<file path="config.mk">
export PLATFORM = sky130hd
export DESIGN_NAME = rf_rank_unit
export DESIGN_NICKNAME = d
export VERILOG_FILES = /design/src/hdl/rank_filter_3x3_defines.svh /design/src/hdl/rf_pkg.sv /design/src/hdl/rf_rank_unit.sv
export SDC_FILE = /design/constraint.sdc
export NUM_CORES = 1
export LEC_CHECK = 0
export ABC_AREA = 1
export BUFFER_PORTS_ARGS = -buffer_cell sky130_fd_sc_hd__buf_2
export CELL_PAD_IN_SITES_DETAIL_PLACEMENT = 1
export CELL_PAD_IN_SITES_GLOBAL_PLACEMENT = 2
export CORE_ASPECT_RATIO = 2
export CORE_MARGIN = 2
export CORE_UTILIZATION = 33
export CTS_BUF_LIST = sky130_fd_sc_hd__clkbuf_16
export CTS_CLUSTER_SIZE = 28
export DETAILED_ROUTE_END_ITERATION = 8
export GPL_TIMING_DRIVEN = 0
export PLACE_DENSITY = 0.77
export SLEW_MARGIN = 20
export SYNTH_ARGS = -nofsm -noshare
export SYNTH_HDL_FRONTEND = slang
export SYNTH_SLANG_ARGS = --single-unit
</file>
<file path="constraint.sdc">
create_clock -name clock -period 4.8 [get_ports clock]
set_input_delay 0.96 -clock clock [delete_from_list [all_inputs] [get_ports clock]]
set_output_delay 0.96 -clock clock [all_outputs]
set_load 0.05 [all_outputs]
</file>
<file path="src/hdl/rank_filter_3x3_defines.svh">
// Assertion macros for the rank filter.
// Used by the top level; needs a signal named clock and one named reset in scope.
`ifndef RANK_FILTER_3X3_DEFINES_SVH
`define RANK_FILTER_3X3_DEFINES_SVH
`ifndef SYNTHESIS
`define RF_ASSERT(lbl, prop) \
   lbl: assert property (@(posedge clock) disable iff (reset) prop) \
      else $error("rank filter check failed");
`define RF_ASSERT_RESET(lbl, prop) \
   lbl: assert property (@(posedge clock) prop) \
      else $error("rank filter reset check failed");
`else
`define RF_ASSERT(lbl, prop)
`define RF_ASSERT_RESET(lbl, prop)
`endif
`endif

</file>
<file path="src/hdl/rf_pkg.sv">
// Shared types and constants of the 3x3 rank filter.
// Depends on nothing; used by every module of the filter.
package rf_pkg;

   localparam int PIX_BITS      = 8;
   localparam int ROW_BITS      = 12;
   localparam int IW_BITS       = 11;
   localparam int RANK_BITS     = 4;
   localparam int WIN_SIZE      = 9;
   localparam int SLOT_BITS     = 2;
   localparam int N_SLOTS       = 4;
   localparam int CSR_IDX_BITS  = 2;
   localparam int CSR_DATA_BITS = 12;

   localparam logic [RANK_BITS-1:0] RANK_MAX = 4'd8;

   // Register indexes of the configuration port.
   localparam logic [CSR_IDX_BITS-1:0] CSR_IMAGE_WIDTH  = 2'd0;
   localparam logic [CSR_IDX_BITS-1:0] CSR_IMAGE_HEIGHT = 2'd1;
   localparam logic [CSR_IDX_BITS-1:0] CSR_RANK_SELECT  = 2'd2;

   // Reset values of the registers.
   localparam logic [IW_BITS-1:0]   IW_RESET   = 11'd640;
   localparam logic [ROW_BITS-1:0]  IH_RESET   = 12'd480;
   localparam logic [RANK_BITS-1:0] RANK_RESET = 4'd4;

   // Item kinds on the request channel.
   localparam logic KIND_PIXEL = 1'b0;
   localparam logic KIND_FLUSH = 1'b1;

   typedef logic [PIX_BITS-1:0] pixel_type;

   // One window column: the sample above, at and below the centre row.
   typedef struct packed {
      pixel_type up;
      pixel_type mid;
      pixel_type dn;
   } column_type;

   // Line store row slots feeding the three window rows.
   typedef struct packed {
      logic [SLOT_BITS-1:0] up;
      logic [SLOT_BITS-1:0] mid;
      logic [SLOT_BITS-1:0] dn;
   } slots_type;

   typedef pixel_type [WIN_SIZE-1:0] window_type;

endpackage

</file>
<file path="src/hdl/rf_rank_unit.sv">
// Rank selection of the rank filter: ranks the nine samples, then picks one.
// Depends on rf_pkg; two register stages, the second being the result register.
module rf_rank_unit
   import rf_pkg::*;
(
   input  logic                 clock,
   input  logic                 reset,
   input  logic                 in_valid,
   output logic                 in_ready,
   input  window_type           win,
   input  logic                 in_last,
   input  logic [RANK_BITS-1:0] rank_k,
   output logic                 rsp_valid,
   input  logic                 rsp_ready,
   output pixel_type            rsp_value,
   output logic                 rsp_frame_end
);

   logic                 va_ff;
   window_type           win_a_ff;
   logic [RANK_BITS-1:0] rank_a_ff [WIN_SIZE];
   logic [RANK_BITS-1:0] rank_in [WIN_SIZE];
   logic                 last_a_ff;
   logic                 ov_ff;
   pixel_type            value_ff;
   pixel_type            value_in;
   logic                 last_o_ff;
   logic                 en_o;
   logic                 en_a;

   assign en_o     = !ov_ff || rsp_ready;
   assign en_a     = !va_ff || en_o;
   assign in_ready = en_a;

   // Each sample's sorted position; ties go to the lower index first.
   always_comb begin
      for (int i = 0; i < WIN_SIZE; i++) begin
         rank_in[i] = '0;
         for (int j = 0; j < WIN_SIZE; j++) begin
            if (j < i) begin
               if (win[j] <= win[i]) begin
                  rank_in[i] = rank_in[i] + RANK_BITS'(1);
               end
            end else if (j > i) begin
               if (win[j] < win[i]) begin
                  rank_in[i] = rank_in[i] + RANK_BITS'(1);
               end
            end
         end
      end
   end

   // The positions are all different, so exactly one sample matches.
   always_comb begin
      value_in = '0;
      for (int i = 0; i < WIN_SIZE; i++) begin
         if (rank_a_ff[i] == rank_k) begin
            value_in = value_in | win_a_ff[i];
         end
      end
   end

   // Valid flags of both stages.
   always_ff @(posedge clock) begin
      if (reset) begin
         va_ff <= 1'b0;
         ov_ff <= 1'b0;
      end else begin
         if (en_a) begin
            va_ff <= in_valid;
         end
         if (en_o) begin
            ov_ff <= va_ff;
         end
      end
   end

   // Payload of both stages.
   always_ff @(posedge clock) begin
      if (en_a) begin
         win_a_ff  <= win;
         rank_a_ff <= rank_in;
         last_a_ff <= in_last;
      end
      if (en_o) begin
         value_ff  <= value_in;
         last_o_ff <= last_a_ff;
      end
   end

   assign rsp_valid     = ov_ff;
   assign rsp_value     = value_ff;
   assign rsp_frame_end = last_o_ff;

endmodule

</file>
# Word level (Yosys, flattened, before mapping)

Cells that the tools add are included.

Flip-flop bits (word level): 120
Word-level logic and storage cells: 260

Magnitude comparators: 72
Add/subtract/negate cells: 63
Reduce and logical (&&, ||, !) cells: 4
Eq/ne operators: 9
Mux-type cells: 81
Bitwise logic cells: 8

Operators with widths:

| cell                                                          | count |
|---|---|
| 8-bit less-or-equal comparator                                | 36 |
| 8-bit less-than comparator                                    | 36 |
| 4-bit by 1-bit adder with 4-bit output, second input constant | 63 |
| 4-bit two-way mux                                             | 63 |
| 8-bit two-way mux                                             | 9 |
| 8-bit bitwise OR                                              | 8 |
| 4-bit == test                                                 | 9 |
| 1-bit two-way mux                                             | 9 |
| 1-bit logical NOT                                             | 2 |
| 1-bit logical OR                                              | 2 |

# Logic depth before layout (Yosys ltp)

Depth in word-level cells: 18
Depth in mapped cells: 35

# Worst setup path after synthesis

No wires, ideal clock.

Path type: input -> register
From: in rsp_ready
To: reg last_a_ff (enable)
Setup slack: -0.424 ns
Setup time: 1.411 ns
Data arrival time: 3.813 ns
Buffers on the path: 0
Cell stages on the path: 2
Cell sequence: inv_1 nand3_1

Word-level cells in the longest chain between the ends: 2

Ends and longest elaborated chain:

| item                 | line               | text |
|---|---|---|
| from (decl)          | rf_rank_unit.sv:14 | `input logic rsp_ready,` |
| 1-bit logical OR     | rf_rank_unit.sv:31 | `assign en_o = !ov_ff \|\| rsp_ready;` |
| 1-bit logical OR     | rf_rank_unit.sv:32 | `assign en_a = !va_ff \|\| en_o;` |
| net in_ready         | rf_rank_unit.sv:9  | `output logic in_ready,` |
| to (signal assigned) | rf_rank_unit.sv:83 | `last_a_ff <= in_last;` |
| to (decl)            | rf_rank_unit.sv:23 | `logic last_a_ff;` |

The timed path passes the listed nets, and every way through them passes these cells.
A chain may end at the register's enable or synchronous reset.

==> results.md <==
- Status: finished with violations
- Worst stage delay on the critical path: between 0.2 and 0.3 ns
- Tot Pwr: 7.89 mW
- Seq pwr share: 0.193
- Initial antenna violation count: 1
- Layout cells sized above 1: 0.312
- Synthesis-stage register bit count: between 100 and 150
- Setup violators final: 2
- Worst setup EP type: register
- Worst Path Buf+Inv: 7
- Fmax: between 200 and 250 MHz
- Worst Path Required: 5.00 ns
- Cell internal pwr: roughly 4.2 mW
- Initial Utilization: 0.335
- Remaining Overflow, GRT: 0
- Area Overhead vs Synth: 38.9%
- Worst Max-Slew Pin Slew: about 0.9 ns
- CTS sink count: 120
- Worst VDD drop: roughly 0.00025 V
- Inserted Clock Buffers: 17
- Seq/Total Area, Yosys: 0.214
- CTS Buffer Depth: 2
- DIE HEIGHT: approximately 320 um
- Largest net degree at the start of global routing: between 40 and 50
- DRC Markers: 0
- Commonest non-fill, non-tap cell in the layout: nand2_1
- Clock group share of total power: 0.166
- Crit path kind: in2reg
- Setup TNS: -0.0189 ns
- Crit-path leading delay family: simple AND/OR/NAND/NOR gates
- Final ANT Viol Nets: 0
- Cells after Synth: 2,371
- Cell variety after synth: 44
- P_sw: ~3.6 mW
- Switching share of total power: 0.462
- Tmin final: roughly 4.8 ns
- Via density per instance: 5.29
- Min setup slack post-route: -0.0162 ns
- Synthesized area per cell: between 7 and 8 sq um
- RePlAce Congestion: 0.868
- Syn. warnings: 0
- CP most frequent cell: ha_4
- Multi-input gate area: ~14,000 sq um
- Post-Synthesis Cell Area: roughly 17,000 sq um
- DRT iter0 DRCs: approximately 620
- Place WS: -1.19 ns
- FF-to-FF setup slack: around 2 ns
- Wire per inst: 21.6 um
- Hold Buf Count CTS: 0
- Register area: approximately 3600 sq um
- Startpoint types: primary input
- Core area: between 50,000 and 60,000 sq um
- Leak pwr: 11.5 nW
- Asr flop ratio synth: 0
- Root Buffer: clkbuf_16
- Max Cap Viol: 0
- Die X: around 160 um
- Syn Nets: ~2,800
- Worst EP arrival: 5.02 ns
- Final count of pins violating max slew: 0
- Nets@finish: 3,130
- Slowest stage cell, crit path: a211oi_2
- Worst min path class: reg2reg
- Final Skew: between 0.01 and 0.015 ns
- # port buffers: 87
- Final period utilization: 1.00
- Failing checks: negative setup slack
- Overall Global Routing Usage: 0.270
- Vias in the first global route: approximately 19,000
- Global-route wire length before repair: 106,000 um
- Number of enable flip-flop cells after synthesis: between 100 and 150
- Pwr dens: approximately 340 nW/um^2
- Rel. slew slack: 0.410
- RSZ-0062 raised after global routing: true
- Clock latency on the worst-skew pair: about 0.45 ns
- Vias: 17,800
- Final WL: about 73,000 um
- Critical path peak fanout: 4
- Rows: between 100 and 150
- H-tree Lvls: 4
- Final Hold Vio Count: 0
- Die ar.: roughly 53,000 sq um
- Top FF cell, synth: edfxtp_1
- Clock transition at the registers of the reported paths: roughly 0.060 ns
- Filler Cells Inserted: between 6,000 and 7,000
- Most frequent cells in the layout: 596 x nand2_1, 259 x ha_1, 257 x inv_1, 196 x buf_4, 175 x nand3_1
- 1st-pass router iterations: 5
- Logic pwr share: 0.641
- DPL Wire Length: roughly 55,000 um
- TritonCTS clock tree: done
- Ports: about 90
[Yosys cell counts (10+ instances only)]
| cell type | number | area share |
|---|---|---|
| a21o_1 | 12 | 0.0054 |
| a21oi_1 | 134 | 0.040 |
| edfxtp_1 | 118 | 0.21 |
| ha_1 | 354 | 0.26 |
| inv_1 | 347 | 0.078 |
| nand2_1 | 706 | 0.16 |
| nand2_2 | 41 | 0.015 |
| nand3_1 | 221 | 0.066 |
| nand3_2 | 10 | 0.0060 |
| nand3b_1 | 13 | 0.0058 |
| nand4_1 | 49 | 0.018 |
| nor2_1 | 118 | 0.026 |
| o21a_1 | 10 | 0.0045 |
| o21ai_0 | 65 | 0.019 |
| or2_2 | 23 | 0.0086 |
| xnor2_1 | 23 | 0.012 |
| xor2_1 | 30 | 0.016 |
[worst reg2reg max path, cell delays in order (launching register included)]
cell	delay, ns
edfxtp_1	0.38
xnor2_1	0.14
nand4_1	0.40
o221ai_1	0.18
a21oi_1	0.46
o21ai_0	0.38
a21oi_1	0.21
o21ai_0	0.10
a21oi_1	0.14
o21ai_0	0.16
[timing repair]
action,CTS,global route
pin swaps,100,201
setup endpoints to repair,27,27
gates resized for setup,292,341
buffers inserted,139,78
[power by group through the flow]
| stage | combinational (mW) | sequential [mW] | clock [mW] |
|---|---|---|---|
| after floorplan | 2.53 | 1.64 | 0 |
| after global placement | 3.57 | 1.54 | 0 |
| after detailed placement | 3.77 | 1.55 | 0 |
| after CTS | 4.35 | 1.52 | 1.33 |
| after global routing | 5.63 | 1.54 | 1.35 |
| final | 5.06 | 1.52 | 1.31 |
[sequential cells by signal (all words and copies together), names as in the netlist]
name,count
last_a_ff,1
rsp_value,8
va_ff,1
rsp_frame_end,1
rsp_valid,1
win_a_ff,72
rank_a_ff,36
[final timing paths]
kind,from,end,cells after the start
hold reg to reg,last_a_ff$_DFFE_PP_,rsp_frame_end$_DFFE_PP_,0
setup reg to reg,rank_a_ff[27]$_DFFE_PP_,rsp_value[0]$_DFFE_PP_,9
setup / recovery,win[53],rank_a_ff[10]$_DFFE_PP_,29
hold / removal,last_a_ff$_DFFE_PP_,rsp_frame_end$_DFFE_PP_,0
[metal layers]
metal,wire [um],vias up,part of all wire,GRT usage
li1,-,8557,-,-
met1,23400,8630,0.32,0.235
met2,41000,365,0.56,0.548
met3,1920,211,0.026,0.0251
met4,6260,0,0.086,0.204
met5,0,-,0,0
[area by class of cell]
cell class / count / share of cell area
Multi-Input combinational cell: 1882 / 0.599
Sequential cell: 120 / 0.154
Timing Repair Buffer: 305 / 0.117
Inverter: 355 / 0.0652
Tap cell: 649 / 0.0349
Clock buffer: 17 / 0.0183
Clock inverter: 15 / 0.00650
Buffer: 14 / 0.00456
Antenna cell: 1 / 0.000107
[kinds of logic after synthesis]
kind of cell | synth area share
flip-flops | 0.214
adder cells (fa/ha/maj) | 0.264
buffers and inverters | 0.0850
AO/OA/AOI/OAI | 0.0896
XOR/XNOR | 0.0277
AND/OR/NAND/NOR | 0.320
[stage by stage]
step	util	instance area [sq um]	hold slack (ns)	cells
finish	0.465	23300	0.433	3358
detailed placement	0.367	18400	0.420	3113
global placement	0.365	18300	0.403	3107
CTS	0.425	21300	0.436	3284
floorplan	-	17000	0.400	2371
global route	0.465	23300	0.442	3358
Note: power is estimated with default switching activity, not from simulation.
