<file path="src/hdl/rank_filter_3x3_defines.svh">
// Assertion macros for the rank filter.
// Used by the top level; needs a signal named clock and one named reset in scope.
`ifndef RANK_FILTER_3X3_DEFINES_SVH
`define RANK_FILTER_3X3_DEFINES_SVH
`ifndef SYNTHESIS
`define RF_ASSERT(lbl, prop) \
   lbl: assert property (@(posedge clock) disable iff (reset) prop) \
      else $error("rank filter check failed");
`define RF_ASSERT_RESET(lbl, prop) \
   lbl: assert property (@(posedge clock) prop) \
      else $error("rank filter reset check failed");
`else
`define RF_ASSERT(lbl, prop)
`define RF_ASSERT_RESET(lbl, prop)
`endif
`endif

</file>
<file path="src/hdl/rf_pkg.sv">
// Shared types and constants of the 3x3 rank filter.
// Depends on nothing; used by every module of the filter.
package rf_pkg;

   localparam int PIX_BITS      = 8;
   localparam int ROW_BITS      = 12;
   localparam int IW_BITS       = 11;
   localparam int RANK_BITS     = 4;
   localparam int WIN_SIZE      = 9;
   localparam int SLOT_BITS     = 2;
   localparam int N_SLOTS       = 4;
   localparam int CSR_IDX_BITS  = 2;
   localparam int CSR_DATA_BITS = 12;

   localparam logic [RANK_BITS-1:0] RANK_MAX = 4'd8;

   // Register indexes of the configuration port.
   localparam logic [CSR_IDX_BITS-1:0] CSR_IMAGE_WIDTH  = 2'd0;
   localparam logic [CSR_IDX_BITS-1:0] CSR_IMAGE_HEIGHT = 2'd1;
   localparam logic [CSR_IDX_BITS-1:0] CSR_RANK_SELECT  = 2'd2;

   // Reset values of the registers.
   localparam logic [IW_BITS-1:0]   IW_RESET   = 11'd640;
   localparam logic [ROW_BITS-1:0]  IH_RESET   = 12'd480;
   localparam logic [RANK_BITS-1:0] RANK_RESET = 4'd4;

   // Item kinds on the request channel.
   localparam logic KIND_PIXEL = 1'b0;
   localparam logic KIND_FLUSH = 1'b1;

   typedef logic [PIX_BITS-1:0] pixel_type;

   // One window column: the sample above, at and below the centre row.
   typedef struct packed {
      pixel_type up;
      pixel_type mid;
      pixel_type dn;
   } column_type;

   // Line store row slots feeding the three window rows.
   typedef struct packed {
      logic [SLOT_BITS-1:0] up;
      logic [SLOT_BITS-1:0] mid;
      logic [SLOT_BITS-1:0] dn;
   } slots_type;

   typedef pixel_type [WIN_SIZE-1:0] window_type;

endpackage

</file>
<file path="src/hdl/rf_column_cell.sv">
// One window cell of the rank filter: holds a three-sample column.
// Depends on rf_pkg; cells are chained so each one takes its neighbour's column.
module rf_column_cell
   import rf_pkg::*;
(
   input  logic       clock,
   input  logic       load,
   input  logic       take_alt,
   input  column_type nb_in,
   input  column_type alt_in,
   output column_type col_out
);

   column_type col_ff;
   column_type col_in;

   // At a row start the cell takes the fresh column instead of its neighbour's.
   assign col_in = take_alt ? alt_in : nb_in;

   always_ff @(posedge clock) begin
      if (load) begin
         col_ff <= col_in;
      end
   end

   assign col_out = col_ff;

endmodule

</file>
<file path="config.mk">
export PLATFORM = sky130hd
export DESIGN_NAME = rf_column_cell
export DESIGN_NICKNAME = d
export VERILOG_FILES = /design/src/hdl/rank_filter_3x3_defines.svh /design/src/hdl/rf_pkg.sv /design/src/hdl/rf_column_cell.sv
export SDC_FILE = /design/constraint.sdc
export NUM_CORES = 1
export LEC_CHECK = 0
export BUFFER_PORTS_ARGS = -buffer_cell sky130_fd_sc_hd__buf_2
export CAP_MARGIN = 10
export CORE_MARGIN = 8
export CORE_UTILIZATION = 41
export DETAILED_ROUTE_END_ITERATION = 6
export GPL_ROUTABILITY_DRIVEN = 1
export PLACE_DENSITY = 0.79
export RECOVER_POWER = 25
export SLEW_MARGIN = 20
export SYNTH_ARGS = -nofsm -noshare
export SYNTH_HDL_FRONTEND = slang
export SYNTH_SLANG_ARGS = --single-unit
</file>
<file path="constraint.sdc">
create_clock -name clock -period 1.4 [get_ports clock]
set_input_delay 0.28 -clock clock [delete_from_list [all_inputs] [get_ports clock]]
set_output_delay 0.28 -clock clock [all_outputs]
set_load 0.1 [all_outputs]
</file>
Yosys cells after proc, flatten, opt, wreduce, memory -nomap -nowiden

Cells that the tools add are included.

Multiplexer cells: 1

Operators by type and width:

| kind     | number |
|---|---|
| $mux W24 | 1 |

Register bits: 24
Word-level logic and storage cells: 4
Output and inout port bits: 24
Input bits: 51

Logic depth before layout (Yosys ltp)

Gate-level depths: netlist of the first run.

Depth after elaboration: 1
Gate-level depth with buffers: 3

Worst setup path before layout of the first run

No wires, ideal clock.

Path kind: register -> output
Start: register col_ff (netlist bit col_out[0])
End: output col_out[0] (netlist name)
Arrival: 0.904 ns
Setup slack: 0.216 ns
Cell stages (with the launch flop): 1
Buffers on the path: 0
Path through: edfxtp_1

RTL lines:

| item                   | RTL line             | text |
|---|---|---|
| from (decl)            | rf_column_cell.sv:14 | `column_type col_ff;` |
| from (signal assigned) | rf_column_cell.sv:22 | `col_ff <= col_in;` |
| to (decl)              | rf_column_cell.sv:11 | `output column_type col_out` |

No word-level cell between the ends.

Final worst setup path of the first run

Start: register col_ff (netlist bit col_out[10])
End: output col_out[10] (netlist name)

No word-level cell between the ends.

==> metrics list, run 1 <==
* Library cells used by synthesis: 5
- For the worst setup path, the data required time is 1.12 ns.
* Effective utilization at floorplan: 41.96%
- Summing the sequential cell areas from Yosys gives 64.50% of the chip area.
- Global routing consumed, over all layers together, 11.35% of the routing resources.
- For the worst setup path, the data arrival time is 1.09 ns.
* Initial drt markers: 8
- Met2 global-route usage: 21.57%
- The die is 68.21 µm wide.
- After synthesis the cells add up to 1117 µm².
* Quantity of I/O buffers inserted on ports: 74
- Routed length per placed instance: 16.74 µm
* Switching fraction of total power: 39.86%
- Htree depth: 1
- Clock Sinks: 24
- After synthesis the netlist holds a flip-flop and latch count of 24.
* Number of warnings printed during yosys synthesis: 0
- Final-layout fill cell count: 240
- The worst-case IR drop observed on VDD is 0.0007231 V.
* Leakage dissipation: 0.0007427 µW
* Buffer cell driving the clock tree root: clkbuf_4
- In this run the power density over the cells is 1234 nW/µm².
* Cell accounting for the most synthesized area: edfxtp_1
- Max reg flops: 24
- Layer with the highest usage after global routing: met2
- The number of antenna diodes in the final layout is 0.
- For this run, the share of the core covered by cells in the final layout is 58.79%.
- Setup violations, final: 0
* Worst rel slew slack: 60.76%
- By instance count, the leading cell after synthesis is edfxtp_1.
* Fraction of power consumed by the clock network: 15.3%
- In this run the mean area of a mapped cell was 21.91 µm².
- Fin worst setup slack: 0.03402 ns
* Main flop type after synthesis: edfxtp_1
* Gate family responsible for the most delay along the worst path: buffers and inverters
- Post-synthesis net count: 102
- Row generation in the floorplan step produced 19 rows.
- Total buffers and inverters traversed by the critical path: 1
* Multi-input logic area: 345.3 µm²
- In this run the remaining antenna-violating nets after routing total 0.
* Maximum buffer depth of the clock tree: 2
- Cells after Synth: 51
* Post-synth top cells: edfxtp_1 (24), mux2_4 (20), mux2_2 (4)
- GRT met3 Usage: 5.565%
- At the end of routability-driven placement, the weighted congestion stood at 0.6955.
- The tightest min-delay check is of the primary input to register type.
- Total overflow reported by the global router: 0
* Power share of the combinational group: 39.0%
- Int Power: 1162 µW
- Along the worst path, the maximum fanout reaches 1.
- For this run, design rule violations remaining after detail routing come to 0.
- For met1 alone, demand over resource in global routing was 9.613%.
- The hold violation count in the final report was 0.
- Count of pins on the block boundary: 75
- Cells with a size suffix above 1 make up 79.69% of the layout.
* Clock slew at reported path FFs: 0.12 ns
- Share of the cycle needed by the critical path after routing: 97.57%
* Net Switching: 769.9 µW
- Highest clock rate: 732.1 MHz
- Counting flops with a built-in enable in the synthesized netlist gives 24.
- Max Cap Violations: 0
* Pre-CTS setup slack: 0.1966 ns
- The number of global-route vias before repair came to 914.
- After synthesis, the largest area contributor takes up 64.50% of total cell area.
- Run status: finished clean
- Counting the buffers created by CTS gives 3.
- Share of flip-flops with an asynchronous set or reset after synthesis: 0%
- Register area: 720.7 µm²
- The number of antenna violations at the first check in global routing was 0.
- First-pass GRT wire length: 3939 µm
- Traced cell by cell, the critical path runs through buf_2.
- Once detailed placement completed, the half-perimeter wirelength came to 2238 µm.
- For this run, the detailed router's first-pass iteration total came to 3.
* Type of the worst setup path: register to output pin
- Count of vias placed by the detailed router: 749
- CTS tree: yes
* Ratio of routed vias to standard cells: 4.711
- Worst-path cell with the longest stage delay: buf_2
* Critical path's largest stage delay: 0.43 ns
- The final max-slew violation count is 0.
* Kind of capture point of the worst setup path: output pin
* Final wirelength: 2661 µm
- Die Area: 4652 µm²
* Placeable core area: 2663 µm²
- At the pin with the least slew margin, the transition time is 0.5886 ns.
- Final critical-path required period: 1.366 ns
- STA classifies the critical path startpoint as a register.
* Most area-consuming cells after synthesis: edfxtp_1 (65%), mux2_4 (27%), mux2_2 (4.0%)
- In this run, flip-flops and latches consume 45.8% of the power.
* Height of the die: 68.21 µm
- Synth-to-layout area growth: 40.09%
* Pin count of the biggest net entering global routing: 25
- CTS Hold Bufs: 0
* Final net count: 180
[power groups by stage]
stage | registers, µW | logic [µW] | clock network, µW
after floorplan | 1380 | 113 | 0
after global placement | 896 | 732 | 0
after detailed placement | 899 | 745 | 0
after CTS | 884 | 745 | 313
after global routing | 890 | 777 | 344
final | 884 | 753 | 295
[cell families after synthesis]
| kind of cell | Yosys count | share of synthesized area, % |
|---|---|---|
| buffers and inverters | 3 | 4.591 |
| flip-flops | 24 | 64.50 |
| multiplexers | 24 | 30.91 |
[metrics by stage]
step                setup TNS [ns]  instance area (µm²)  cells  hold WS, ns  power, µW
finish                           0                 1565    159       0.2687       1932
global route              -0.01409                 1565    159       0.2396       2011
CTS                              0                 1541    159       0.2568       1941
detailed placement               0                 1515    155       0.5840       1644
global placement                 0                 1515    155       0.5797       1628
floorplan                        0                 1117     51       0.3925       1490
[worst paths after layout]
| kind | from | slack, ns | to | cells past startpoint |
|---|---|---|---|---|
| hold / removal | alt_in[11] | 0.27 | col_out[11] | 2 |
| setup / recovery | col_out[10] | 0.03 | col_out[10] | 1 |
[timing repair]
action	4_1_cts	5_1_grt
gates resized for setup	0	16
setup endpoints to repair	0	16
setup buffers	0	0
[routing by layer]
layer | up-vias | share of wire, %
li1 | 355 | -
met1 | 353 | 31
met2 | 37 | 57
met3 | 4 | 11
met4 | 0 | 1.1
met5 | - | 0
[layout make-up]
class | count | area share [%]
flip-flops and latches | 24 | 46.04
repair buffers | 76 | 27.74
multi-input cells | 24 | 22.06
well taps | 31 | 2.478
clock buffers | 3 | 1.439
clock inverters | 1 | 0.2398
[placed cells by master (no fill, tap or decap)]
cell	count
mux2_4	20
clkinv_1	1
clkbuf_4	19
clkbuf_2	1
clkbuf_1	1
buf_2	57
mux2_2	4
buf_12	1
edfxtp_1	24
Power figures use the tool's default switching activity.
==> run 2: changes to the inputs <==
--- a/config.mk
+++ b/config.mk
@@ -12,7 +12,6 @@
 export DETAILED_ROUTE_END_ITERATION = 6
 export GPL_ROUTABILITY_DRIVEN = 1
 export PLACE_DENSITY = 0.79
-export RECOVER_POWER = 25
 export SLEW_MARGIN = 20
 export SYNTH_ARGS = -nofsm -noshare
 export SYNTH_HDL_FRONTEND = slang
==> run 2 against run 1 <==
  * Core utilization is 0.61 points higher
  * Non-clock buffer count unchanged
  * Fmax down 0.32%
  * Sequential cell count did not move
  * Via count is 0.53% lower
  * Sequential share of layout area fell by 0.47 points
  * Critical path type unchanged
  * Highest routed layer unchanged
==> metrics list, run 2 (synthesized netlist as in run 1, its figures left out) <==
- Max Cap Violations: 0
- Power spread over the standard cell area amounts to 1227 nW/µm².
- CTS built an H-tree with a depth of 1.
- Run status: finished clean
- Along the worst path, the maximum fanout reaches 1.
- Setup violations, final: 0
- Global routing used 11.35% of the available tracks across all layers.
- Walking the worst path, the cells encountered are buf_2.
* Fraction of layout instances using a drive strength above 1: 80.47%
- Final critical-path required period: 1.370 ns
- In this run the deepest clock path goes through 2 buffers.
* Synth-to-layout area growth: 41.55%
- The die covers 4652 µm².
- Counting the buffers created by CTS gives 3.
- After routing the design area is 1582 µm².
* Transition time at the pin with the least slew margin: 0.4969 ns
- Counting both buffers and inverters, the worst setup path holds a total of 1.
* DRT antenna net count: 0
- Count of pins on the block boundary: 75
- Placeable core area: 2663 µm²
* CTS tree: yes
- The floorplan step set the die height to 68.21 µm.
- Clock Sinks: 24
- Summed over all nets, the half-perimeter wirelength after detailed placement is 2238 µm.
- Clock slew at reported path FFs: 0.13 ns
* CTS Hold Bufs: 0
- Once placement completed, the tool counted placed cells totaling 155.
- First-pass GRT wire length: 3939 µm
- Highest ir drop seen on vdd: 0.0007245 V
- In this run the worst hold path is classified as primary input to register.
- WP data arrival: 1.09 ns
- Count of vias placed by the detailed router: 745
- Kind of capture point of the worst setup path: output pin
- Share of the cycle needed by the critical path after routing: 97.88%
- Gate family responsible for the most delay along the worst path: buffers and inverters
- Highest clock rate: 729.7 MHz
* Final net count: 180
* Placement row count: 19
- The detailed router used layers up to and including met4.
- Worst rel slew slack: 67.10%
* Met1 Routed Length: 826 µm
* Drc violations: 0
- In the final timing run, aggregate negative setup slack is 0 ns.
- Routed length per placed instance: 16.81 µm
- The final max-slew violation count came to 0.
* Post-Route Hold Slack: 0.2663 ns
- Quantity of I/O buffers inserted on ports: 74
- Met3 layer wire length in the routed design: 278 µm
* Total overflow reported by the global router: 0
- After detailed routing, the number of vias per cell comes to 4.686.
- Effective utilization at floorplan: 41.96%
* Die width: 68.21 µm
* Initial drt markers: 8
* Vias in the first global route: 914
- RD Place Congestion: 0.6955
* Finished Layout Cells: 159
- Antenna Cells: 0
- Critical path's largest stage delay: 0.43 ns
* Worst-path cell with the longest stage delay: buf_2
- Final wirelength: 2673 µm
* Antenna violations before repair: 0
* Leakage dissipation: 0.0007507 µW
- Kind of start point of the critical path: register
- Placed standard-cell area: 1515 µm²
- Worst EP required: 1.12 ns
- The cell sitting at the root of the clock tree is a clkbuf_4.
- First drt pass iteration count: 2
- Most frequent cells in the layout: buf_2 (58), edfxtp_1 (24), mux2_4 (20)
- Entering global routing, the biggest net connects 25 pins.
- Leaving out fill and tap cells, the most frequent cell in the layout is buf_2.
- The critical path in this run is classified as register to output pin.
- Amount of wire on met2 after detailed routing: 1544 µm
- Final Hold Viols: 0
* Max reg flops: 24
-- run 2: changes by cell type in the layout (fill, tap and decap cells not counted), sizes merged --
| cell | before | now |
|---|---|---|
| buf | 58 | 60 |
| clkbuf | 21 | 19 |
-- run 2: path summary, 6_finish.rpt --
path | slack (ns) | from | cells after the start | endpoint
setup / recovery | 0.03 | col_out[10] | 1 | col_out[10]
hold / removal | 0.27 | alt_in[11] | 2 | col_out[11]
-- run 2: repair_timing --
action | 4_1_cts | 5_1_grt
resized for setup | 0 | 16
setup buffers | 0 | 0
endpoints found under the setup margin | 0 | 16
endpoints found under the hold margin | 0 | 0
-- run 2: stage by stage --
| stage | setup WS, ns | power (µW) | util [%] |
|---|---|---|---|
| after floorplan | 0.2160 | 1490 | - |
| after global placement | 0.2155 | 1628 | 56.91 |
| after detailed placement | 0.1966 | 1644 | 56.91 |
| after CTS | 0.01030 | 1941 | 57.89 |
| after global routing | -0.01409 | 2016 | 59.40 |
| final | 0.02965 | 1940 | 59.40 |
-- run 2: final cells by class --
type	count	area [µm²]
clock buffers	3	22.52
flip-flops and latches	24	720.7
repair buffers	76	450.4
fillers	237	1081
multi-input cells	24	345.3
clock inverters	1	3.754
well taps	31	38.79
-- run 2: power breakdown --
part | switching, µW | leakage [µW] | internal (µW)
sequential | 17.0 | 0.000235 | 867
clock | 194 | 0.0000154 | 104
combinational | 563 | 0.000500 | 195
total | 774 | 0.000751 | 1170
-- run 2: layer usage --
| metal | vias up | global-route usage (%) |
|---|---|---|
| met4 | 0 | 5.115 |
| met2 | 37 | 21.57 |
| met5 | - | 0 |
| li1 | 352 | - |
| met3 | 4 | 5.565 |
| met1 | 352 | 9.613 |
==> run 3: changes to the inputs <==
--- a/config.mk
+++ b/config.mk
@@ -8,10 +8,10 @@
 export BUFFER_PORTS_ARGS = -buffer_cell sky130_fd_sc_hd__buf_2
 export CAP_MARGIN = 10
 export CORE_MARGIN = 8
-export CORE_UTILIZATION = 41
+export CORE_UTILIZATION = 40
 export DETAILED_ROUTE_END_ITERATION = 6
 export GPL_ROUTABILITY_DRIVEN = 1
-export PLACE_DENSITY = 0.79
+export PLACE_DENSITY = 0.77
 export SLEW_MARGIN = 20
 export SYNTH_ARGS = -nofsm -noshare
 export SYNTH_HDL_FRONTEND = slang
==> constraint.sdc (replaced) <==
create_clock -name clock -period 1.7 [get_ports clock]
set_input_delay 0.34 -clock clock [delete_from_list [all_inputs] [get_ports clock]]
set_output_delay 0.34 -clock clock [all_outputs]
set_load 0.1 [all_outputs]
==> run 3 against run 2 <==
  * Sequential share of layout area grew 1.8 points
  * Clock power fell by 17%
  * Sequential power decreased by 18%
  * Core utilization down 3.3 points
  * Non-clock buffer count fell by 1
  * Die area rose by 1.9%
  * Total power down 19%
  * Via count fell by 2.7%
  * Combinational power fell by 21%
  * Critical path depth unchanged
  * Global-route usage shrank 0.81 points
  * Critical path type unchanged
  * Critical endpoint is now col_out[21]
  * Largest cell class unchanged
==> metrics list, run 3 (synthesized netlist as in run 1, its figures left out) <==
- The run finished with clean final reports.
* Most frequent cells in the layout: buf_2 (74), edfxtp_1 (24), mux2_4 (20)
- At the end of routability-driven placement, the weighted congestion stood at 0.6921.
- Setup violations remaining at the end of the flow were counted as 0.
* Die Area: 4740 µm²
- Using the TritonRoute via totals, the vias-per-cell ratio works out to 4.589.
- Peak fanout along the critical path: 1
- Final Hold Viols: 0
- At the worst endpoint, the arrival time is 1.10 ns.
- Count of pins on the block boundary: 75
- First drt pass iteration count: 4
- DRT antenna net count: 0
- RSZ-0062 raised after global routing: no
- Pins Over Slew Limit: 0
- In this run, post-CTS hold repair placed 0 buffers.
- Gate family responsible for the most delay along the worst path: buffers and inverters
* Worst-path cell with the longest stage delay: buf_2
- Number of buffers created by CTS: 3
- Buffer cell driving the clock tree root: clkbuf_4
- Cell area power density: 1035 nW/µm²
* Total GRT Usage: 10.54%
* Initial drt markers: 6
- The worst hold path terminates at col_out[5].
- The number of antenna diodes in the final layout is 0.
- In this run the tightest slew margin relative to its limit is 65.56%.
- Sequence of cells on the critical path: buf_2
* Antenna violations before repair: 0
- First-pass GRT wire length: 3636 µm
* Final critical-path required period: 1.443 ns
- The clock drives 24 sinks.
- Synth-to-layout area growth: 36.17%
* Drc violations: 0
- Type of the worst setup path: register to output pin
- Count of vias placed by the detailed router: 725
- Vias in the first global route: 765
* Kind of start point of the critical path: register
* Quantity of I/O buffers inserted on ports: 74
* Final net count: 179
- The worst hold path passes through 2 cells.
- Placed wire-length estimate: 2160 µm
- Setup total negative slack: 0 ns
* Min-Delay Startpoint: alt_in[5]
- Highest clock rate: 693.2 MHz
* CTS tree: yes
- Cells with a size suffix above 1 make up 80.31% of the layout.
* Placement row count: 19
* Highest ir drop seen on vdd: 0.0007176 V
- Pin count of the biggest net entering global routing: 25
* Clock slew at reported path FFs: 0.13 ns
- The library cell used most frequently in the layout, excluding fill and tap cells, is buf_2.
* Effective utilization at floorplan: 41.23%
* Final wirelength: 2633 µm
- The clock passes through at most 2 buffers.
- Htree depth: 1
- Global routing finished with a remaining overflow of 0.
* Max Cap Violations: 0
- Share of the cycle needed by the critical path after routing: 84.86%
- Critical path's largest stage delay: 0.43 ns
* Post-CTS resize count: 0
* Kind of capture point of the worst setup path: output pin
- Setup slack closes at 0.2575 ns.
- OpenSTA, run right after detailed placement, puts the worst setup slack at 0.4401 ns.
* Height of the die: 68.85 µm
- Setup bufs post-CTS: 0
* Routed length per placed instance: 16.66 µm
- Placeable core area: 2710 µm²
- Measured along the x axis, the die boundary spans 68.85 µm.
- Data on the critical path is required at its endpoint by 1.36 ns.
- Transition time at the pin with the least slew margin: 0.5167 ns
- Together, buffers and inverters on the worst path number 1.
* Path category of the worst min-delay check: primary input to register
* Leakage dissipation: 0.0007307 µW
- Max reg flops: 24
[run 3: stage by stage]
| stage | cell area [µm²] | std cells | util [%] | power, µW | hold slack (ns) |
|---|---|---|---|---|---|
| floorplan | 1117 | 51 | - | 1227 | 0.4525 |
| global placement | 1495 | 154 | 55.17 | 1335 | 0.6411 |
| detailed placement | 1495 | 154 | 55.17 | 1348 | 0.6437 |
| CTS | 1521 | 158 | 56.14 | 1590 | 0.3126 |
| global route | 1521 | 158 | 56.14 | 1631 | 0.3031 |
| finish | 1521 | 158 | 56.14 | 1574 | 0.3201 |
[run 3: power by group]
| part | switching [µW] | internal, µW | total [µW] | leakage, µW |
|---|---|---|---|---|
| combinational | 460 | 140 | 600 | 0.000480 |
| sequential | 12.8 | 714 | 727 | 0.000235 |
| clock | 162 | 85.6 | 247 | 0.0000154 |
| total | 635 | 940 | 1570 | 0.000731 |
[run 3: layer usage]
layer  global-route usage (%)  share of wire [%]  up-vias
li1                         -                  -      352
met1                    9.766                 31      349
met2                    21.17                 64       22
met3                    1.292                4.6        2
met4                    6.015                1.3        0
met5                        0                  0        -
[run 3: layout make-up]
type,instances,area [µm²]
well taps,31,38.79
fillers,248,1189
clock inverters,1,3.754
repair buffers,75,390.4
flip-flops and latches,24,720.7
multi-input cells,24,345.3
clock buffers,3,22.52
[run 3: worst max-delay path by stage]
stage,endpoint,startpoint,slack [ns],cells after the start
finish,col_out[21],col_out[21],0.26,1
global route,col_out[20],col_out[20],0.19,1
CTS,col_out[21],col_out[21],0.24,1
detailed placement,col_out[0],take_alt,0.44,3
global placement,col_out[21],take_alt,0.45,3
floorplan,col_out[0],col_out[0],0.46,0
